`src/rtl/core/cialu_pkg.sv`:
```
`timescale 1ns / 1ps
package cialu_pkg;

  localparam int DataWidthDef = 64;
  localparam int MaxWidth     = 64;

  // opcodes
  localparam logic [4:0] OP_EQ   = 5'd0;
  localparam logic [4:0] OP_NE   = 5'd1;
  localparam logic [4:0] OP_LOR  = 5'd2;
  localparam logic [4:0] OP_LAND = 5'd3;
  localparam logic [4:0] OP_LT   = 5'd4;
  localparam logic [4:0] OP_GT   = 5'd5;
  localparam logic [4:0] OP_LE   = 5'd6;
  localparam logic [4:0] OP_GE   = 5'd7;
  localparam logic [4:0] OP_OR   = 5'd8;
  localparam logic [4:0] OP_XOR  = 5'd9;
  localparam logic [4:0] OP_AND  = 5'd10;
  localparam logic [4:0] OP_ADD  = 5'd11;
  localparam logic [4:0] OP_SUB  = 5'd12;
  localparam logic [4:0] OP_MUL  = 5'd13;
  localparam logic [4:0] OP_SHL  = 5'd14;
  localparam logic [4:0] OP_SHR  = 5'd15;
  localparam logic [4:0] OP_DIV  = 5'd16;
  localparam logic [4:0] OP_MOD  = 5'd17;

  // result source at the end of the cell row
  localparam logic [1:0] KIND_SIMPLE = 2'd0;
  localparam logic [1:0] KIND_MUL    = 2'd1;
  localparam logic [1:0] KIND_DIV    = 2'd2;
  localparam logic [1:0] KIND_MOD    = 2'd3;

  localparam logic [1:0] ST_OK   = 2'd0;
  localparam logic [1:0] ST_DIV0 = 2'd1;
  localparam logic [1:0] ST_OVF  = 2'd2;

  typedef struct packed {
    logic [4:0]  opcode;
    logic [63:0] left_value;
    logic        left_signed;
    logic [63:0] right_value;
    logic        right_signed;
  } in_beat_t;

  typedef struct packed {
    logic [63:0] result_value;
    logic        result_signed;
    logic [1:0]  status;
  } out_beat_t;

  typedef struct packed {
    logic                valid;
    logic [1:0]          kind;
    logic                rsig;
    logic [1:0]          status;
    logic                dzero;
    logic                negq;
    logic                negr;
    logic [MaxWidth-1:0] simple;
    logic [MaxWidth-1:0] mcand;
    logic [MaxWidth-1:0] mplier;
    logic [MaxWidth-1:0] acc;
    logic [MaxWidth-1:0] dvd;
    logic [MaxWidth-1:0] dsor;
    logic [MaxWidth-1:0] rem;
  } stage_t;

endpackage

```
`src/rtl/core/cialu_cell.sv`:
```
`timescale 1ns / 1ps
module cialu_cell #(
  parameter int DATA_WIDTH = cialu_pkg::DataWidthDef
) (
  input  logic              clk,
  input  logic              rst_n,
  input  logic              adv,
  input  cialu_pkg::stage_t cur,
  output cialu_pkg::stage_t st_r
);

  localparam logic [63:0] MASK = {64{1'b1}} >> (64 - DATA_WIDTH);

  logic [64:0] rem_sh, diff;
  logic        ge;
  cialu_pkg::stage_t st_nxt;

  // one multiplier bit and one quotient bit per cell
  always_comb begin
    rem_sh = {cur.rem, cur.dvd[DATA_WIDTH-1]};
    diff   = rem_sh - {1'b0, cur.dsor};
    ge     = !diff[64];
    st_nxt        = cur;
    st_nxt.acc    = cur.mplier[0] ? ((cur.acc + cur.mcand) & MASK) : cur.acc;
    st_nxt.mcand  = (cur.mcand << 1) & MASK;
    st_nxt.mplier = cur.mplier >> 1;
    st_nxt.rem    = ge ? diff[63:0] : rem_sh[63:0];
    st_nxt.dvd    = ((cur.dvd << 1) | {63'd0, ge}) & MASK;
  end

  always_ff @(posedge clk) begin
    if (!rst_n) begin
      st_r.valid <= 1'b0;
    end else if (adv) begin
      st_r.valid <= st_nxt.valid;
    end
  end

  always_ff @(posedge clk) begin
    if (adv) begin
      st_r.kind   <= st_nxt.kind;
      st_r.rsig   <= st_nxt.rsig;
      st_r.status <= st_nxt.status;
      st_r.dzero  <= st_nxt.dzero;
      st_r.negq   <= st_nxt.negq;
      st_r.negr   <= st_nxt.negr;
      st_r.simple <= st_nxt.simple;
      st_r.mcand  <= st_nxt.mcand;
      st_r.mplier <= st_nxt.mplier;
      st_r.acc    <= st_nxt.acc;
      st_r.dvd    <= st_nxt.dvd;
      st_r.dsor   <= st_nxt.dsor;
      st_r.rem    <= st_nxt.rem;
    end
  end

endmodule

```
`config.mk`:
```
export PLATFORM = sky130hd
export DESIGN_NAME = cialu_cell
export DESIGN_NICKNAME = d
export VERILOG_FILES = /design/src/rtl/core/cialu_pkg.sv /design/src/rtl/core/cialu_cell.sv
export SDC_FILE = /design/constraint.sdc
export NUM_CORES = 1
export LEC_CHECK = 0
export BUFFER_PORTS_ARGS = -buffer_cell sky130_fd_sc_hd__buf_2
export CORE_AREA = 10 10 345 347
export DETAILED_ROUTE_END_ITERATION = 7
export DIE_AREA = 0 0 355 357
export HOLD_SLACK_MARGIN = 0.02
export MAX_ROUTING_LAYER = met4
export SLEW_MARGIN = 30
export SYNTH_ARGS = -nofsm -noshare
export SYNTH_HDL_FRONTEND = slang
export SYNTH_SLANG_ARGS = --single-unit
```
`constraint.sdc`:
```
create_clock -name clk -period 8.7 [get_ports clk]
set_input_delay 1.305 -clock clk [delete_from_list [all_inputs] [get_ports clk]]
set_output_delay 1.305 -clock clk [all_outputs]
set_load 0.05 [all_outputs]
```
==> impl_metrics.yaml, run 1 <==
grt:
  grt_max_degree: 148
  grt_pass1_wl_um: 153000
  antenna_found_initial: 54
  overflow: 0
  first_global_vias: 19800
  groute.usage.overall: 0.174
yosys:
  synthAdderAreaFrac: 0.0701
  yosysSeqAreaShare: 0.588
  avgSynthCellArea_um2: 11.9
  synth_flop_cell: "edfxtp_1"
  yosysTopAreaCell: "edfxtp_1"
  ys_seq_elements: 455
  synth_most_common_cell: "edfxtp_1"
  synthSimpleGateAreaFrac: 0.0940
  synth_top_area_frac: 0.587
  synth_edf_count: 454
  netlist_area_mm2: 0.0232
  synthXorXnorAreaFrac: 0.0399
  synth_async_sr_flop_share: 0
  synth_common_cells: "edfxtp_1 (454), nand2_1 (199), a21oi_1 (164)"
  yosysWarnings: 0
  synth.area.top_cells: "edfxtp_1 (59%), ha_1 (6.8%), a21oi_1 (3.5%)"
  ys_types: 85
  synth_cells: 1953
  synth_compound_area_frac: 0.154
  synth_top_family_by_area: "compound AO/OA/AOI/OAI gates"
  synthMuxAreaShare: 0.0222
timing:
  skew_ns: 0
  slew_headroom: 0.297
  tns_ns: 0
  min_period_ns: 4.91
  final.period_utilization: 0.565
  fmax_ghz: 0.204
  hold_violations: 0
  drv_slew: 0
  worst_pin_slew_ns: 1.05
  rsz0062_at_grt: "no"
  setup_viol: 0
placed_design:
  gp_congestion: 0.950
  port_buffers: 914
  hpwlAfterDp_um: 96100
route:
  routed_wl_um: 114000
  wl_per_cell_um: 25.8
  first_pass_iters: 7
  ant_nets: 0
  drt_drc_violations_left: 0
  viasPerCell: 4.52
  vias: 20000
  drtIter0Drc: 1595
critical_path:
  path_cells: "buf_2 -> ha_1 -> fa_1 -> a21o_1 -> a21oi_1 -> o211ai_1 -> a22oi_1 -> o21ai_0 -> a211oi_1 -> nor2_1 -> a31oi_1 -> xnor2_1 -> mux2_2"
  end_kind: "register"
  crit_path_start_kind: "input port"
  crit_required_ns: 9.12
  critPathSlowestCell: "fa_1"
  crit_arrival_ns: 5.33
  path_delay_family: "compound AO/OA/AOI/OAI gates"
  crit_type: "in -> reg"
  worstPathMaxFanout: 4
  slowest_delay_ns: 0.57
  critPathBufInv: 1
power_and_ir_drop:
  pwr_density_cell_mw_per_mm2: 229
  peakVddDrop_uv: 133
  leakage_nw: 13.2
clocking:
  insertion_delay_ns: 0.62
  holdBufCountCts: 0
  cts_tree: "yes"
  clkSinkCount: 455
  cts_root_buf: "clkbuf_16"
  cts_buffer_depth: 3
  postCtsSetupBuffers: 0
  cts_buffers: 55
  htreeDepth: 2
  ctsResizeCount: 0
  clkSlewWorstSetupHoldPaths_ns: 0.06
cells_and_area:
  fin_util: 0.280
  finalNetCount: 3447
  layout-drive-gt1-share: 0.373
  largest_reg_flops: 455
  biggestRegsByFlops: "st_r x455"
  regMostFlops: "st_r"
  area_growth_pct: 35.0
run_status:
  status: "finished clean"
floorplanning:
  coreArea_mm2: 0.112
  die_x_um: 355
  dieArea_mm2: 0.127
  ioPinCount: 917
  initial_utilization: 0.207
  die_y_um: 357
  num_rows: 123
worst_hold_path:
  hp-class: "reg -> reg"
job:
  cap_violations: 0
[cells in the final DEF (no fill, tap or decap), types with 10 or more instances in the layout]
cell / synthesis / final
edfxtp_1: 454 / 454
o21ai_0: 143 / 143
clkinv_1: 0 / 10
buf_2: 17 / 913
nor2_1: 99 / 99
nor3_1: 29 / 29
xor2_1: 38 / 38
ha_1: 127 / 127
nand3_1: 28 / 28
o211ai_1: 10 / 10
o21a_1: 24 / 24
xnor2_1: 66 / 66
nor2b_1: 19 / 19
a211oi_1: 10 / 10
and3_1: 11 / 11
nand4_1: 33 / 33
inv_1: 108 / 108
o21bai_1: 35 / 35
nand2_1: 199 / 199
diode_2: 0 / 29
mux2_2: 45 / 45
clkbuf_16: 0 / 56
o31ai_1: 22 / 22
a21o_1: 62 / 62
nand2b_1: 10 / 10
a21oi_1: 164 / 164
[cell families (layout without fill, tap and decap cells)]
logic type                 after synthesis  count (layout)
other                                    1              31
buffers and inverters                  183            1129
xor gates and xnor gates               105             105
and+or+nand+nor                        473             473
adders and majority gates              129             129
AOI/OAI and AO/OA                      561             561
DFF                                    455             455
muxes                                   46              46
[path summary, 6_finish.rpt]
check | to | slack [ns] | cells past startpoint | from
max | st_r[250] | 3.79 | 13 | cur[192]
min | st_r[456] | 0.52 | 2 | st_r[456]
max reg2reg | st_r[456] | 8.10 | 2 | st_r[456]
min reg2reg | st_r[456] | 0.52 | 2 | st_r[456]
[report_power, final]
| group | switching, mW | internal [mW] | total [mW] |
|---|---|---|---|
| combinational | 1.54 | 0.527 | 2.06 |
| clock | 1.02 | 1.32 | 2.34 |
| sequential | 0.0829 | 2.68 | 2.76 |
[area by class of cell]
| cell class | count | area [µm²] |
|---|---|---|
| fill | 11900 | 80700 |
| clock buffer | 63 | 1410 |
| sequential | 455 | 13700 |
| clock inverter | 36 | 390 |
| multi-input combinational | 1316 | 8850 |
| inverter | 108 | 405 |
| antenna | 29 | 72.6 |
| timing repair buffer | 922 | 4700 |
| tap | 1500 | 1880 |
[stage by stage]
step	setup slack, ns	cells	instance area (µm²)	total power, mW	hold WS (ns)
2_1_floorplan	4.60	1954	23200	4.15	0.743
3_3_place_gp	3.18	4300	29500	4.86	0.496
3_5_place_dp	3.17	4300	29500	4.87	0.505
4_1_cts	3.90	4399	31300	7.26	0.521
5_1_grt	3.79	4422	31300	7.47	0.553
6_report	3.79	4429	31400	7.17	0.517
[metal layers]
metal  wire length [µm]  global-route usage
met2              52900               0.273
met4               3370              0.0509
met1              44400               0.198
met3              13400              0.0779
met5                  0                   -
[worst register-to-register path, delay by kind of cell (launching register included)]
kind             cells  cell delay (ns)
DFF                  1             0.30
muxes                1             0.12
and+or+nand+nor      1             0.06
(Power assumes the default switching activity.)
==> run 2, diff against run 1 <==
clock period = 4.1 ns   (was 8.7 ns; I/O delays follow)
==> impl_metrics.yaml, run 2 (synthesized netlist as in run 1, its figures left out) <==
run_status:
  status: "finished clean"
timing:
  skew_ns: 0
  slew_headroom: 0.403
  worst_pin_slew_ns: 0.895
  final.period_utilization: 0.894
  fmax_ghz: 0.273
  setup_ws_ns: 0.437
  drv_slew: 0
  min_period_ns: 3.66
  hold_violations: 0
  setup_viol: 0
  rsz0062_at_grt: "no"
clocking:
  cts_root_buf: "clkbuf_16"
  htreeDepth: 2
  holdBufCountCts: 0
  cts_buffer_depth: 3
  cts_tree: "yes"
  clkSinkCount: 455
  cts_buffers: 56
  ctsResizeCount: 0
  postCtsSetupBuffers: 0
  insertion_delay_ns: 0.63
  clkSlewWorstSetupHoldPaths_ns: 0.07
cells_and_area:
  regArea_mm2: 0.0137
  regMostFlops: "st_r"
  final_common_cell: "buf_2"
  largest_reg_flops: 455
  area_growth_pct: 37.8
  nFillCells: 11900
  layout-drive-gt1-share: 0.388
  multiInputGateArea_mm2: 0.00885
  biggestRegsByFlops: "st_r x455"
  finalNetCount: 3512
  final_cell_mix: "buf_2 (913), edfxtp_1 (454), nand2_1 (199)"
power_and_ir_drop:
  peakVddDrop_uv: 371
  pwr_density_cell_mw_per_mm2: 490
  leakage_nw: 13.6
  p_total_mw: 15.7
critical_path:
  path_delay_family: "compound AO/OA/AOI/OAI gates"
  critPathSlowestCell: "o31ai_1"
  end_kind: "register"
  crit_arrival_ns: 4.06
  crit_required_ns: 4.50
  worstPathMaxFanout: 4
  crit_path_start_kind: "input port"
  path_cells: "buf_2 -> ha_1 -> fa_1 -> a21o_1 -> a21oi_1 -> o211ai_1 -> a22oi_1 -> buf_4 -> o21ai_0 -> a21boi_1 -> o31ai_1 -> a21oi_1 -> xnor2_1 -> mux2_2"
  crit_type: "in -> reg"
  slowest_delay_ns: 0.66
  crit_top_cell: "a21oi_1"
  critPathBufInv: 2
placed_design:
  place_ws_ns: -0.140
  gp_congestion: 1.00
  port_buffers: 914
  hpwlAfterDp_um: 97200
floorplanning:
  num_rows: 123
  die_y_um: 357
  ioPinCount: 917
  initial_utilization: 0.207
  coreArea_mm2: 0.112
  dieArea_mm2: 0.127
  die_x_um: 355
grt:
  grt_pass1_wl_um: 155000
  antenna_found_initial: 63
  grt_max_degree: 91
  groute.usage.overall: 0.176
  first_global_vias: 20300
  overflow: 0
job:
  cap_violations: 0
route:
  vias: 20300
  ant_nets: 0
  drt_drc_violations_left: 0
  routed_wl_um: 115000
  drtIter0Drc: 1818
  first_pass_iters: 5
  viasPerCell: 4.51
  wl_per_cell_um: 25.7
worst_hold_path:
  hp-class: "in -> reg"
-- run 2: cell types whose count changed in the layout (fill, tap and decap cells not counted), sizes merged --
cell      before  now
clkinv        25   20
diode         29   31
clkinvlp       1    5
bufinv         5   10
clkbuf        64   62
buf          921  986
-- run 2: layer usage --
metal,global-route usage,routed length [µm],share of wire
met5,-,0,0
met2,0.264,51500,0.45
met3,0.0764,14000,0.12
met1,0.202,44800,0.39
met4,0.0780,5190,0.045
-- run 2: metrics by stage --
stage                     hold WS (ns)   util  setup TNS [ns]  cell area, µm²  instances
after floorplan                  0.714      -               0           23200       1954
after global placement           0.498  0.268          -0.640           30000       4365
after detailed placement         0.518  0.268          -0.710           30000       4365
after CTS                       0.0535  0.285               0           31900       4467
after global routing            0.0747  0.286               0           32000       4490
final                            0.129  0.286               0           32000       4498
-- run 2: final cells by class --
type / instances / share of cell area
Sequential cell: 455 / 0.426
Clock buffer: 62 / 0.0445
Multi-Input combinational cell: 1316 / 0.276
Tap cell: 1500 / 0.0586
Antenna cell: 31 / 0.00242
Timing Repair Buffer: 986 / 0.162
Clock inverter: 40 / 0.0166
Inverter: 108 / 0.0127
-- run 2: report_power, final --
group	total [mW]	switching, mW	internal, mW
Combinational	4.46	3.28	1.18
Sequential	5.86	0.175	5.68
Clock	5.36	2.20	3.16
Total	15.7	5.66	10.0
-- run 2: path summary, 6_finish.rpt --
check	start	end	slack [ns]	cells past startpoint
setup / recovery	cur[192]	st_r[234]	0.44	14
hold / removal	cur[400]	st_r[400]	0.13	1
setup reg to reg	st_r[456]	st_r[456]	3.52	2
hold reg to reg	st_r[456]	st_r[456]	0.52	2
==> run 3, diff against run 2 <==
BUFFER_PORTS_ARGS = not set   (was -buffer_cell sky130_fd_sc_hd__buf_2)
DONT_BUFFER_PORTS = 1   (was not set)
MAX_ROUTING_LAYER = not set   (was met4)
==> impl_metrics.yaml, run 3 (synthesized netlist as in run 1, its figures left out) <==
run_status:
  status: "finished clean"
grt:
  use_met3: 0.0743
  grt_max_degree: 456
  grt_pass1_wl_um: 149000
  overflow: 0
  groute.usage.overall: 0.165
  first_global_vias: 17600
  gr-max-usage-layer: "met2"
  gr-usage-met2: 0.268
  antenna_found_initial: 30
  use_met1: 0.197
cells_and_area:
  regMostFlops: "st_r"
  area_growth_pct: 28.6
  layout-drive-gt1-share: 0.0878
  multiInputGateArea_mm2: 0.00885
  largest_reg_flops: 455
  final_common_cell: "edfxtp_1"
  nFillCells: 11700
  final_cell_mix: "edfxtp_1 (454), dlygate4sd3_1 (286), nand2_1 (199)"
  regArea_mm2: 0.0137
  biggestRegsByFlops: "st_r x455"
  finalNetCount: 2855
critical_path:
  critPathSlowestCell: "a2111oi_0"
  r2r_end: "st_r[456]"
  crit_arrival_ns: 4.21
  reg2reg_from: "st_r[456]"
  path_cells: "ha_1 -> fa_1 -> a21o_1 -> a21oi_1 -> o211ai_1 -> a22oi_1 -> buf_4 -> nor3_1 -> o21a_1 -> o21bai_1 -> a2111oi_0 -> o311ai_0"
  end_kind: "register"
  worstPathMaxFanout: 4
  crit_required_ns: 4.42
  crit_path_start_kind: "input port"
  crit_type: "in -> reg"
  worst-r2r-setup-slack_ns: 3.13
  r2r_cells: 2
  slowest_delay_ns: 0.80
route:
  vias: 17900
  first_pass_iters: 5
  drt_drc_violations_left: 0
  viasPerCell: 4.70
  routed_wl_um: 112000
  wl_per_cell_um: 29.3
  drtIter0Drc: 1768
  ant_nets: 0
clocking:
  clkSinkCount: 455
  insertion_delay_ns: 0.62
  cts_tree: "yes"
  cts_buffer_depth: 3
  htreeDepth: 2
  postCtsSetupBuffers: 0
  cts_root_buf: "clkbuf_16"
  clkSlewWorstSetupHoldPaths_ns: 0.06
  cts_buffers: 56
floorplanning:
  die_y_um: 357
  dieArea_mm2: 0.127
  num_rows: 123
  initial_utilization: 0.207
  die_x_um: 355
  coreArea_mm2: 0.112
  ioPinCount: 917
power_and_ir_drop:
  power_frac_seq: 0.520
  p_clk_frac: 0.340
  p_comb_frac: 0.140
  p_int_mw: 9.50
  leakage_nw: 11.0
  swShare: 0.362
  net-switching-power_mw: 5.38
  peakVddDrop_uv: 313
  pwr_density_cell_mw_per_mm2: 498
worst_hold_path:
  hp-class: "in -> reg"
  min_to: "st_r[87]"
  hp-start: "cur[87]"
  whs_path_depth: 0
timing:
  worst_pin_slew_ns: 1.08
  drv_slew: 0
  final.period_utilization: 0.948
  min_period_ns: 3.89
  setup_viol: 0
  skew_ns: 0
  tns_ns: 0
  slew_headroom: 0.277
  hold_ws_ns: 0.0829
  hold_violations: 0
  rsz0062_at_grt: "no"
  fmax_ghz: 0.257
job:
  cap_violations: 0
placed_design:
  hpwlAfterDp_um: 90400
  port_buffers: 0
  gp_congestion: 0.958
run 3: cell types whose count changed in the layout (fill, tap and decap cells not counted), sizes merged:
cell,delta
clkbuf,+4
diode,-23
clkinvlp,-2
bufinv,-5
buf,-943
clkinv,+4
dlygate4sd3,+286
run 3: critical path, delay by kind of cell:
family                   cells  cell delay, ns
AO/OA/AOI/OAI                8            2.33
adder cells (fa/ha/maj)      2            0.57
buffers and inverters        1            0.18
AND/OR/NAND/NOR              1            0.49
run 3: power groups by stage:
stage	clock network (mW)	logic [mW]	registers, mW
3_5_place_dp	0	1.78	7.84
3_3_place_gp	0	1.78	7.85
5_1_grt	5.37	2.26	7.78
2_1_floorplan	0	1.28	7.52
4_1_cts	5.21	2.06	7.76
6_report	5.05	2.08	7.74
run 3: worst max-delay path by stage:
stage	start	end	slack, ns	cells past startpoint
final	cur[192]	st_r[236]	0.21	12
after global routing	cur[192]	st_r[236]	0.16	12
after CTS	cur[192]	st_r[234]	0.48	12
after detailed placement	cur[192]	st_r[234]	-0.25	12
after global placement	cur[192]	st_r[236]	-0.26	12
after floorplan	cur[204]	st_r[243]	0.69	12
run 3: layout make-up:
type,instances,share of cell area
Antenna cell,8,0.000670
Clock inverter,37,0.0140
Tap cell,1500,0.0628
Inverter,108,0.0136
Timing Repair Buffer,329,0.108
Sequential cell,455,0.457
Clock buffer,66,0.0482
Multi-Input combinational cell,1316,0.296
run 3: what timing repair did:
action | in CTS | in global routing
endpoints found under the hold margin | 286 | 0
hold buffers | 286 | 0
resized for setup | 0 | 0
endpoints found under the setup margin | 0 | 0
run 3: through the flow:
| stage | util | cell area (µm²) | setup slack, ns | power, mW | instances |
|---|---|---|---|---|---|
| final | 0.267 | 29900 | 0.214 | 14.9 | 3819 |
| after detailed placement | 0.224 | 25100 | -0.250 | 9.62 | 3422 |
| after floorplan | - | 23200 | 0.690 | 8.80 | 1954 |
| after CTS | 0.267 | 29900 | 0.481 | 15.0 | 3811 |
| after global placement | 0.224 | 25100 | -0.259 | 9.63 | 3422 |
| after global routing | 0.267 | 29900 | 0.165 | 15.4 | 3814 |
run 3: metal layers:
metal / part of all wire / up-vias
met2: 0.47 / 1025
li1: - / 7936
met4: 0.026 / 14
met1: 0.38 / 8815
met5: 0.00083 / -
met3: 0.13 / 147
